<file path="config.mk">
export PLATFORM = sky130hd
export DESIGN_NAME = modular_exponentiation_unit
export DESIGN_NICKNAME = d
export VERILOG_FILES = /design/src/hdl/mexp_pkg.sv /design/src/hdl/mexp_modmul.sv /design/src/hdl/mexp_seq.sv /design/src/hdl/modular_exponentiation_unit.sv
export SDC_FILE = /design/constraint.sdc
export NUM_CORES = 2
export LEC_CHECK = 0
export BUFFER_PORTS_ARGS = -buffer_cell sky130_fd_sc_hd__buf_2
export CAP_MARGIN = 10
export CORE_MARGIN = 5
export CORE_UTILIZATION = 30
export CTS_CLUSTER_DIAMETER = 200
export DETAILED_ROUTE_END_ITERATION = 7
export GPL_TIMING_DRIVEN = 1
export MAX_ROUTING_LAYER = met4
export PLACE_DENSITY_LB_ADDON = 0.1
export SETUP_SLACK_MARGIN = 0.3
export SLEW_MARGIN = 10
export SYNTH_ARGS = -nofsm -noshare
export SYNTH_HDL_FRONTEND = slang
export SYNTH_SLANG_ARGS = --single-unit
</file>
<file path="constraint.sdc">
create_clock -name clock -period 10.5 [get_ports clock]
set_input_delay 2.1 -clock clock [delete_from_list [all_inputs] [get_ports clock]]
set_output_delay 2.1 -clock clock [all_outputs]
set_load 0.02 [all_outputs]
</file>
<file path="src/hdl/mexp_pkg.sv">
// Shared types and constants for the modular exponentiation unit.
`default_nettype none

package mexp_pkg;

   localparam int WORD_BITS    = 31;
   localparam int PROD_BITS    = 2 * WORD_BITS;
   localparam int RED_CNT_BITS = $clog2(PROD_BITS + 1);
   localparam int EXP_CNT_BITS = $clog2(WORD_BITS + 1);

   typedef logic [WORD_BITS-1:0] word_type;

   localparam word_type WORD_ONE = word_type'(1);

   // Request to the shared multiply-and-reduce unit.
   typedef struct packed {
      logic     start;
      word_type op_a;
      word_type op_b;
   } mm_req_type;

   // Answer from the shared multiply-and-reduce unit.
   typedef struct packed {
      logic     done;
      word_type result;
   } mm_rsp_type;

   typedef enum logic [2:0] {
      ST_IDLE,
      ST_FIND,
      ST_SQUARE,
      ST_SQ_WAIT,
      ST_MULT,
      ST_MUL_WAIT,
      ST_NEXT,
      ST_DONE
   } seq_state_type;

endpackage

`default_nettype wire

</file>
<file path="src/hdl/mexp_modmul.sv">
// Shared modular multiplier: one registered product, then bit-serial restoring reduction.
`default_nettype none

module mexp_modmul
   import mexp_pkg::*;
(
   input  wire logic       clock,
   input  wire logic       reset,
   input  wire word_type   modulus,
   input  wire mm_req_type req,
   output mm_rsp_type      rsp
);

   logic                    active_ff, active_in;
   logic                    done_ff, done_in;
   logic [RED_CNT_BITS-1:0] cnt_ff, cnt_in;
   logic [PROD_BITS-1:0]    prod_ff, prod_in;
   word_type                rem_ff, rem_in;
   logic [WORD_BITS:0]      shifted;
   logic [WORD_BITS:0]      wide_mod;

   assign wide_mod = {1'b0, modulus};
   // The remainder stays below the modulus, so the reduced value always fits back in a word.
   assign shifted  = {rem_ff, prod_ff[PROD_BITS-1]};

   always_comb begin
      active_in = active_ff;
      done_in   = 1'b0;
      cnt_in    = cnt_ff;
      prod_in   = prod_ff;
      rem_in    = rem_ff;
      if (req.start) begin
         active_in = 1'b1;
         cnt_in    = RED_CNT_BITS'(PROD_BITS);
         prod_in   = PROD_BITS'(req.op_a) * PROD_BITS'(req.op_b);
         rem_in    = '0;
      end else if (active_ff) begin
         prod_in = {prod_ff[PROD_BITS-2:0], 1'b0};
         rem_in  = (shifted >= wide_mod) ? word_type'(shifted - wide_mod)
                                         : word_type'(shifted);
         cnt_in  = cnt_ff - 1'b1;
         if (cnt_ff == RED_CNT_BITS'(1)) begin
            active_in = 1'b0;
            done_in   = 1'b1;
         end
      end
   end

   always_ff @(posedge clock) begin
      if (reset) begin
         active_ff <= 1'b0;
         done_ff   <= 1'b0;
      end else begin
         active_ff <= active_in;
         done_ff   <= done_in;
      end
      cnt_ff  <= cnt_in;
      prod_ff <= prod_in;
      rem_ff  <= rem_in;
   end

   // A zero modulus reduces everything to zero.
   assign rsp.done   = done_ff;
   assign rsp.result = (modulus == '0) ? '0 : rem_ff;

endmodule

`default_nettype wire

</file>
<file path="src/hdl/mexp_seq.sv">
// Square-and-multiply sequencer that drives the shared modular multiplier.
`default_nettype none

module mexp_seq
   import mexp_pkg::*;
(
   input  wire logic       clock,
   input  wire logic       reset,
   input  wire logic       start,
   input  wire word_type   base,
   input  wire word_type   exponent,
   output logic            busy,
   output logic            rsp_strobe,
   output word_type        rsp_power_mod,
   output mm_req_type      mm_req,
   input  wire mm_rsp_type mm_rsp
);

   seq_state_type           state_ff, state_in;
   word_type                exp_ff;
   word_type                base_ff;
   word_type                acc_ff;
   logic [EXP_CNT_BITS-1:0] bits_ff;

   always_comb begin
      state_in = state_ff;
      case (state_ff)
         ST_IDLE: begin
            if (start) state_in = ST_FIND;
         end
         ST_FIND: begin
            if (exp_ff == '0) state_in = ST_DONE;
            else if (exp_ff[WORD_BITS-1]) state_in = ST_SQUARE;
         end
         ST_SQUARE: state_in = ST_SQ_WAIT;
         ST_SQ_WAIT: begin
            if (mm_rsp.done) state_in = exp_ff[WORD_BITS-1] ? ST_MULT : ST_NEXT;
         end
         ST_MULT: state_in = ST_MUL_WAIT;
         ST_MUL_WAIT: begin
            if (mm_rsp.done) state_in = ST_NEXT;
         end
         ST_NEXT: begin
            state_in = (bits_ff == EXP_CNT_BITS'(1)) ? ST_DONE : ST_SQUARE;
         end
         ST_DONE: state_in = ST_IDLE;
         default: state_in = ST_IDLE;
      endcase
   end

   always_comb begin
      busy          = (state_ff != ST_IDLE);
      rsp_strobe    = (state_ff == ST_DONE);
      rsp_power_mod = acc_ff;
      mm_req.start  = 1'b0;
      mm_req.op_a   = acc_ff;
      mm_req.op_b   = acc_ff;
      case (state_ff)
         ST_SQUARE: mm_req.start = 1'b1;
         ST_MULT: begin
            mm_req.start = 1'b1;
            mm_req.op_a  = base_ff;
         end
         default: mm_req.start = 1'b0;
      endcase
   end

   always_ff @(posedge clock) begin
      if (reset) state_ff <= ST_IDLE;
      else state_ff <= state_in;
   end

   always_ff @(posedge clock) begin
      case (state_ff)
         ST_IDLE: begin
            exp_ff  <= exponent;
            base_ff <= base;
            acc_ff  <= WORD_ONE;
            bits_ff <= EXP_CNT_BITS'(WORD_BITS);
         end
         ST_FIND: begin
            if (exp_ff != '0 && !exp_ff[WORD_BITS-1]) begin
               exp_ff  <= {exp_ff[WORD_BITS-2:0], 1'b0};
               bits_ff <= bits_ff - 1'b1;
            end
         end
         ST_SQ_WAIT, ST_MUL_WAIT: begin
            if (mm_rsp.done) acc_ff <= mm_rsp.result;
         end
         ST_NEXT: begin
            exp_ff  <= {exp_ff[WORD_BITS-2:0], 1'b0};
            bits_ff <= bits_ff - 1'b1;
         end
         default: acc_ff <= acc_ff;
      endcase
   end

endmodule

`default_nettype wire

</file>
<file path="src/hdl/modular_exponentiation_unit.sv">
// Top level of the modular exponentiation unit.
`default_nettype none

// Raises a base to an exponent modulo a configured modulus, by square-and-multiply.
//
// Input channel: a beat of req_base and req_exponent is taken at a rising edge with
// start high and busy low. Busy then stays high until the result has been given.
// Result channel: rsp_power_mod is shown for exactly one cycle with rsp_strobe high;
// the receiver cannot stall it, so it must take the beat in that cycle.
// Configuration: csr_modulus is written on a csr_valid beat (csr_ready is always
// high). It should only be written while busy is low.
//
// Sequence: leading zero bits of the exponent are skipped first, one at a time. Each
// remaining bit costs one modular square, plus one modular multiply when it is set.
// Each goes through the one shared multiplier: the full-width product is registered,
// then reduced by one-bit restoring steps over every product bit, and handed over.
// Stepping to the next bit is a state of its own. The block takes no new item until
// its result has been given.
//
// Reset is synchronous: the sequencer returns to idle, no result is pending and the
// modulus register returns to 1.

module modular_exponentiation_unit
   import mexp_pkg::*;
(
   input  wire logic                 clock,
   input  wire logic                 reset,
   input  wire logic                 start,
   output logic                      busy,
   input  wire logic [WORD_BITS-1:0] req_base,
   input  wire logic [WORD_BITS-1:0] req_exponent,
   output logic                      rsp_strobe,
   output logic [WORD_BITS-1:0]      rsp_power_mod,
   input  wire logic                 csr_valid,
   output logic                      csr_ready,
   input  wire logic [WORD_BITS-1:0] csr_modulus
);

   word_type   modulus_ff, modulus_in;
   mm_req_type mm_req;
   mm_rsp_type mm_rsp;

   // The register is always able to take a beat.
   assign csr_ready  = 1'b1;
   assign modulus_in = (csr_valid && csr_ready) ? csr_modulus : modulus_ff;

   always_ff @(posedge clock) begin
      if (reset) modulus_ff <= WORD_ONE;
      else modulus_ff <= modulus_in;
   end

   // The sequencer walks the exponent from its top set bit downwards.
   mexp_seq u_seq (
      .clock         (clock),
      .reset         (reset),
      .start         (start),
      .base          (req_base),
      .exponent      (req_exponent),
      .busy          (busy),
      .rsp_strobe    (rsp_strobe),
      .rsp_power_mod (rsp_power_mod),
      .mm_req        (mm_req),
      .mm_rsp        (mm_rsp)
   );

   // One multiplier and one subtractor serve every square and every multiply.
   mexp_modmul u_modmul (
      .clock   (clock),
      .reset   (reset),
      .modulus (modulus_ff),
      .req     (mm_req),
      .rsp     (mm_rsp)
   );

endmodule

`default_nettype wire

</file>
# ---- Word-level counts from Yosys, hierarchy flattened
# Index checks and enable logic that the tools add are counted.
dict set report op_classes {
  muxes 24
  n_reduce_logical 16
  n_eq_ne 15
  add_sub_neg 3
  n_mul 1
  order_cmp 1
  bitwise_logic 1
}
# operator count
set ops {}
lappend ops {{two-way mux 31 bit} 5}
lappend ops {{two-way mux 62 bit} 2}
lappend ops {{case mux 31 bit (3 select lines)} 1}
lappend ops {{zero test 31 bit} 2}
lappend ops {{multiplier 31 x 31 -> 62 bit} 1}
lappend ops {{case mux 31 bit (2 select lines)} 1}
lappend ops {{>= comparator 32 x 31 -> 1 bit} 1}
lappend ops {{nonzero test 31 bit} 1}
lappend ops {{subtractor 31 bit} 1}
lappend ops {{case mux 3 bit (8 select lines)} 1}
lappend ops {{two-way mux 3 bit} 6}
lappend ops {{case mux 5 bit (3 select lines)} 1}
lappend ops {{== test 3 bit, second input constant} 4}
lappend ops {{!= test 2 x 1 -> 1 bit, second input constant} 4}
lappend ops {{== test 3 x 2 -> 1 bit, second input constant} 2}
lappend ops {{== test 6 x 1 -> 1 bit, second input constant} 1}
lappend ops {{nonzero test 3 bit} 2}
lappend ops {{subtractor 6 x 1 -> 6 bit, second input constant} 1}
lappend ops {{== test 5 x 1 -> 1 bit, second input constant} 1}
lappend ops {{two-way mux 1 bit} 5}
lappend ops {{two-way mux 5 bit} 1}
lappend ops {{subtractor 5 x 1 -> 5 bit, second input constant} 1}
lappend ops {{AND reduction 2 bit} 2}
lappend ops {{AND reduction 4 bit} 1}
lappend ops {{11 further kinds} 13}
dict set report totals {
  elab_cells 72
  ff_bits 233
  output_inout_bits 34
  in_bits 97
}

# ---- Longest topological paths before layout
dict set report logic_depth {
  ltp_word 4
  depth_mapped 33
  mapped_depth_nobuf 29
}

# ---- By module
# Synthesis repeated with hierarchy kept, for this count alone.
dict set report unflattened {
  cells_unflattened 4535
  hier_area_um2 43277.8
}
# module cells_each seq_area_each_um2 n_inst area_each_um2
set by_module_without_submodules {}
lappend by_module_without_submodules {mexp_modmul 4130 2642.5 1 37568.5}
lappend by_module_without_submodules {mexp_seq 303 3002.9 1 4580.6}
lappend by_module_without_submodules {modular_exponentiation_unit 102 620.6 1 1128.6}

# ---- Least setup slack after synthesis
# No wires, ideal clock.
dict set report synth_path {
  path_kind {register to register}
  from {register u_seq.state_ff[1]}
  to {register u_modmul.prod_ff[54] (data pin)}
  required_ns 10.228
  stages_incl_launch_ff 31
  period_less_slack_ns 8.349
  setup_ns 0.272
  path_buffers 3
  t_arrival_ns 8.077
  setup_slack_ns 2.151
  cell_sequence {dfxtp_1 clkbuf_1 nor2_1 nand2_1 clkbuf_1 mux2_2 clkbuf_1 and2_1 fa_1 fa_1 fa_1 inv_1 fa_1 inv_1 fa_1 inv_1 fa_1 inv_1 fa_1 fa_1 ha_1 a21oi_1 o21ai_0 a22o_1 o311ai_1 nor4b_2 o211ai_1 or2_1 a21boi_2 mux2i_1 o311ai_1}
}
dict set report synth_via {
  elab_chain_cells 4
  word_cells_on_any_way 7
  classes_between {mul: 1; eq/ne: 2; mux: 3; reduce/logical: 1}
}
# item line_no
set synth_lines {}
lappend synth_lines {{from (decl)} mexp_seq.sv:19} ;# seq_state_type state_ff, state_in;
lappend synth_lines {{from (signal assigned)} mexp_seq.sv:70} ;# else state_ff <= state_in;
lappend synth_lines {{== test 3 bit or == test 3 x 2 -> 1 bit (tied branches)} mexp_seq.sv:58} ;# case (state_ff)
lappend synth_lines {{two-way mux 31 bit or OR reduction 2 bit (tied branches)} n/a}
lappend synth_lines {{multiplier 31 x 31 -> 62 bit or two-way mux 1 bit (tied branches)} {mexp_modmul.sv:35, mexp_seq.sv:58}}
lappend synth_lines {{two-way mux 62 bit (*)} mexp_modmul.sv:32} ;# if (req.start) begin
lappend synth_lines {{via u_modmul.prod_in[54]} mexp_modmul.sv:17} ;# logic [PROD_BITS-1:0] prod_ff, prod_in;
lappend synth_lines {{to (signal assigned)} mexp_modmul.sv:58} ;# prod_ff <= prod_in;
lappend synth_lines {{to (decl)} mexp_modmul.sv:17}
# The timed path passes the listed nets; every way through them passes the cells marked *.
# A chain may end at the register's enable or synchronous reset.

# ---- Worst setup path in the final report
dict set report layout_path {
  from {register u_seq.state_ff[0]}
  to {register u_modmul.prod_ff[41] (data pin)}
}
# Same word-level chain as after synthesis.

==> load_flow_metrics.sql <==
INSERT INTO impl_metrics (metric_group, metric, value, unit) VALUES
('sta', 'timing.max_slew.rel_slack', '28.2', '%'),
('sta', 'worst_clock_skew', '0.0640', 'ns'),
('sta', 'final.hold.worst_slack', '0.488', 'ns'),
('synth', 'syn_inst_count', '4505', ''),
('sta', 'max_clock_freq', '0.104', 'GHz'),
('clock_tree', 'clock_tree.buffer_depth', '3', ''),
('critical_path', 'critical_path.slowest_cell', 'sky130_fd_sc_hd__fa_1', ''),
('synth', 'async_flop_share', '0', '%'),
('place', 'gp_congestion', '0.825', ''),
('clock_tree', 'cts-root-buf', 'sky130_fd_sc_hd__clkbuf_16', ''),
('synth', 'syn-num-nets', '5730', ''),
('final_layout', 'finalInstanceArea', '46100', 'sq um'),
('clock_tree', 'cts.sinks', '233', ''),
('global_route', 'globalRoute.totalOverflow', '0', ''),
('place', 'placedInstanceArea', '44900', 'sq um'),
('routing', 'firstDrtPassIters', '5', ''),
('floorplanning', 'pin_count', '131', ''),
('synth', 'synth_seq_cells', '233', ''),
('sta', 'final.period_utilization', '91.2', '%'),
('synth', 'ys_types', '80', ''),
('critical_path', 'cp_slowest_stage_delay', '0.59', 'ns'),
('synth', 'synth_enable_flop_cells', '160', ''),
('floorplanning', 'core_area', '140000', 'sq um'),
('global_route', 'number_of_antenna_violations_at_the_first_check_in_global_routing', '10', ''),
('clock_tree', 'tritoncts', 'done', ''),
('synth', 'post_synthesis_instance_area', '42300', 'sq um'),
('sta', 'post-route-min-period', '9.58', 'ns'),
('sta', 'worst_slew_pin_slew', '1.08', 'ns'),
('critical_path', 'worst-endpoint-arrival', '9.97', 'ns'),
('routing', 'via_count', '29800', ''),
('routing', 'wire_per_inst', '20.9', 'microns'),
('sta', 'worst_slack', '0.919', 'ns'),
('final_layout', 'final_common_cell', 'sky130_fd_sc_hd__fa_1', ''),
('routing', 'route.detailed.drc', '0', ''),
('floorplanning', 'dieArea', '149000', 'sq um'),
('routing', 'drt_wl_total', '134000', 'microns'),
('global_route', 'grt_pass1_wl', '210000', 'microns'),
('final_layout', 'final_nets', '5718', ''),
('sta', 'report.final.setup_viol', '0', ''),
('clock_tree', 'insertion_delay_of_the_later_clocked_pin_in_the_worst_skew_pair', '0.61', 'ns'),
('clock_tree', 'cts.htree.levels', '2', ''),
('sta', 'final-hold-violation-count', '0', ''),
('place', 'post-dp-hpwl', '107000', 'microns'),
('place', 'io_buffers', '129', ''),
('routing', 'dr.first_iter.drc_count', '1502', ''),
('routing', 'via_per_inst', '4.66', ''),
('synth', 'ys_warn_count', '0', ''),
('synth', 'area_fraction_of_the_dominant_cell_type_after_synthesis', '39.7', '%'),
('global_route', 'via_count_of_the_first_global_routing_pass', '33100', ''),
('run_status', 'run_status', 'finished clean', ''),
('floorplanning', 'floorplan.rows', '137', ''),
('synth', 'leading_post_synthesis_cells_by_cell_area', 'sky130_fd_sc_hd__fa_1 40%, sky130_fd_sc_hd__edfxtp_1 11%, sky130_fd_sc_hd__ha_1 8.6%', ''),
('critical_path', 'cp_data_required_time', '10.89', 'ns'),
('place', 'place_ws', '0.623', 'ns'),
('critical_path', 'setup.worst_path.start_class', 'flip-flop', ''),
('critical_path', 'setup.worst_path.class', 'reg -> reg', ''),
('sta', 'rsz0062_at_grt', 'no', ''),
('critical_path', 'critPathMaxFanout', '22', ''),
('synth', 'synth_top_area_cell', 'sky130_fd_sc_hd__fa_1', ''),
('routing', 'final_ant_viol_nets', '0', ''),
('clock_tree', 'path_clk_slew', '0.06', 'ns'),
('final_layout', 'final_layout_size_suffix_gt1_share', '7.15', '%'),
('final_layout', 'most-common-layout-cells', '838 x sky130_fd_sc_hd__fa_1, 813 x sky130_fd_sc_hd__inv_1, 700 x sky130_fd_sc_hd__nand2_1', ''),
('clock_tree', 'cts_hold_repair.buffers', '0', ''),
('global_route', 'grt_max_degree', '84', ''),
('synth', 'avgSynthCellArea', '9.39', 'sq um'),
('job', 'timing.max_cap.violations', '0', ''),
('worst_hold_path', 'hp-class', 'reg -> reg', ''),
('final_layout', 'flow.area_growth_from_synthesis', '9.03', '%'),
('global_route', 'grt_use_total', '19.1', '%'),
('sta', 'timing_max_transition_violations_final', '0', ''),
('critical_path', 'endpoint_kind', 'flip-flop', ''),
('critical_path', 'critical_path.most_common_cell', 'sky130_fd_sc_hd__fa_1', ''),
('synth', 'sequential_to_total_area_share_from_yosys_stat', '14.8', '%'),
('sta', 'finalSetupTns', '0', 'ns'),
('floorplanning', 'fp.dieW', '385', 'microns'),
('floorplanning', 'die_h', '385', 'microns'),
('floorplanning', 'initial_util', '30.2', '%'),
('synth', 'synth_ff_type', 'sky130_fd_sc_hd__edfxtp_1', ''),
('clock_tree', 'numCtsBuffers', '35', '');
synthesized netlist by cell type (5+ instances only):
library cell,count
sky130_fd_sc_hd__fa_1,838
sky130_fd_sc_hd__inv_1,815
sky130_fd_sc_hd__nand2_1,701
sky130_fd_sc_hd__and2_1,519
sky130_fd_sc_hd__ha_1,290
sky130_fd_sc_hd__clkbuf_1,234
sky130_fd_sc_hd__edfxtp_1,160
sky130_fd_sc_hd__o21ai_0,127
sky130_fd_sc_hd__nor2_1,104
sky130_fd_sc_hd__a21oi_1,94
sky130_fd_sc_hd__dfxtp_1,73
sky130_fd_sc_hd__xnor2_1,55
sky130_fd_sc_hd__mux2i_1,47
sky130_fd_sc_hd__a21o_1,37
sky130_fd_sc_hd__xor2_1,37
sky130_fd_sc_hd__mux2_2,32
sky130_fd_sc_hd__nand3_1,30
sky130_fd_sc_hd__o21a_1,27
sky130_fd_sc_hd__a211oi_1,20
sky130_fd_sc_hd__nor3_1,20
sky130_fd_sc_hd__a31oi_1,18
sky130_fd_sc_hd__nor4_1,17
sky130_fd_sc_hd__nand4_1,16
sky130_fd_sc_hd__o21ai_1,14
sky130_fd_sc_hd__o21bai_1,14
sky130_fd_sc_hd__and3_1,13
sky130_fd_sc_hd__nor2b_1,12
sky130_fd_sc_hd__or3_1,11
sky130_fd_sc_hd__buf_2,10
sky130_fd_sc_hd__buf_1,9
sky130_fd_sc_hd__and4_1,7
sky130_fd_sc_hd__nand2b_1,7
sky130_fd_sc_hd__o211ai_1,7
sky130_fd_sc_hd__o22ai_1,7
sky130_fd_sc_hd__o221ai_1,6
sky130_fd_sc_hd__a21boi_0,5
sky130_fd_sc_hd__o31ai_1,5
flip-flops by register name, summed over array words and instances (netlist names):
signal / cells
u_modmul.prod_ff: 62
modulus_ff: 31
u_modmul.rem_ff: 31
u_seq.base_ff: 31
u_seq.exp_ff: 31
u_seq.rsp_power_mod: 31
u_modmul.cnt_ff: 6
u_seq.bits_ff: 5
u_seq.state_ff: 3
u_modmul.active_ff: 1
u_modmul.done_ff: 1
cell type report:
type                    count  area [sq um]
multi-input cells        3200         32000
repair buffers            207          1230
inverters                 816          3060
fillers                 14700         93800
diodes                      2          5.00
well taps                1876          2350
clock buffers              51           998
clock inverters            13           153
flip-flops and latches    233          6270
critical path, delay by kind of cell, from the launching register on:
kind	cells	cell delay (ns)
compound gates	5	1.26
fa+ha+maj	9	4.46
buf+inv	8	1.16
flops	1	0.30
mux	1	0.53
simple gates	8	1.62
per-stage QoR:
step                      instances  util (%)
after global placement         6332      32.1
after detailed placement       6332      32.1
after CTS                      6396      33.0
after floorplan                4505         -
after global routing           6397      33.0
final                          6398      33.0
kinds of logic after synthesis:
family,count (synthesis),synth area share [%]
simple gates,1476,17.1
mux,79,1.96
fa+ha+maj,1128,48.2
compound gates,424,6.43
buf+inv,1072,9.57
xor+xnor,92,1.91
other cells,1,0.00887
flops,233,14.8
layer usage:
layer,GRT usage [%],vias to the layer above,wire length (microns)
met3,2.85,94,6460
met4,2.94,0,2030
li1,-,13800,-
met5,-,-,0
met1,27.7,15300,66300
met2,28.9,596,59000
repair_timing:
item,in CTS,in global routing
gates resized for setup,0,6
buffers inserted,0,0
setup endpoints to repair,0,14
final timing paths:
check                       startpoint                    to  slack, ns  depth (start not counted)
hold / removal    u_modmul.prod_ff[24]  u_modmul.prod_ff[25]       0.49                          2
hold reg to reg   u_modmul.prod_ff[24]  u_modmul.prod_ff[25]       0.49                          2
setup / recovery     u_seq.state_ff[0]  u_modmul.prod_ff[41]       0.92                         31
setup reg to reg     u_seq.state_ff[0]  u_modmul.prod_ff[41]       0.92                         31
Power is not shown: default switching activity piles up to over one toggle a cycle in this logic, so the estimate is an artifact.
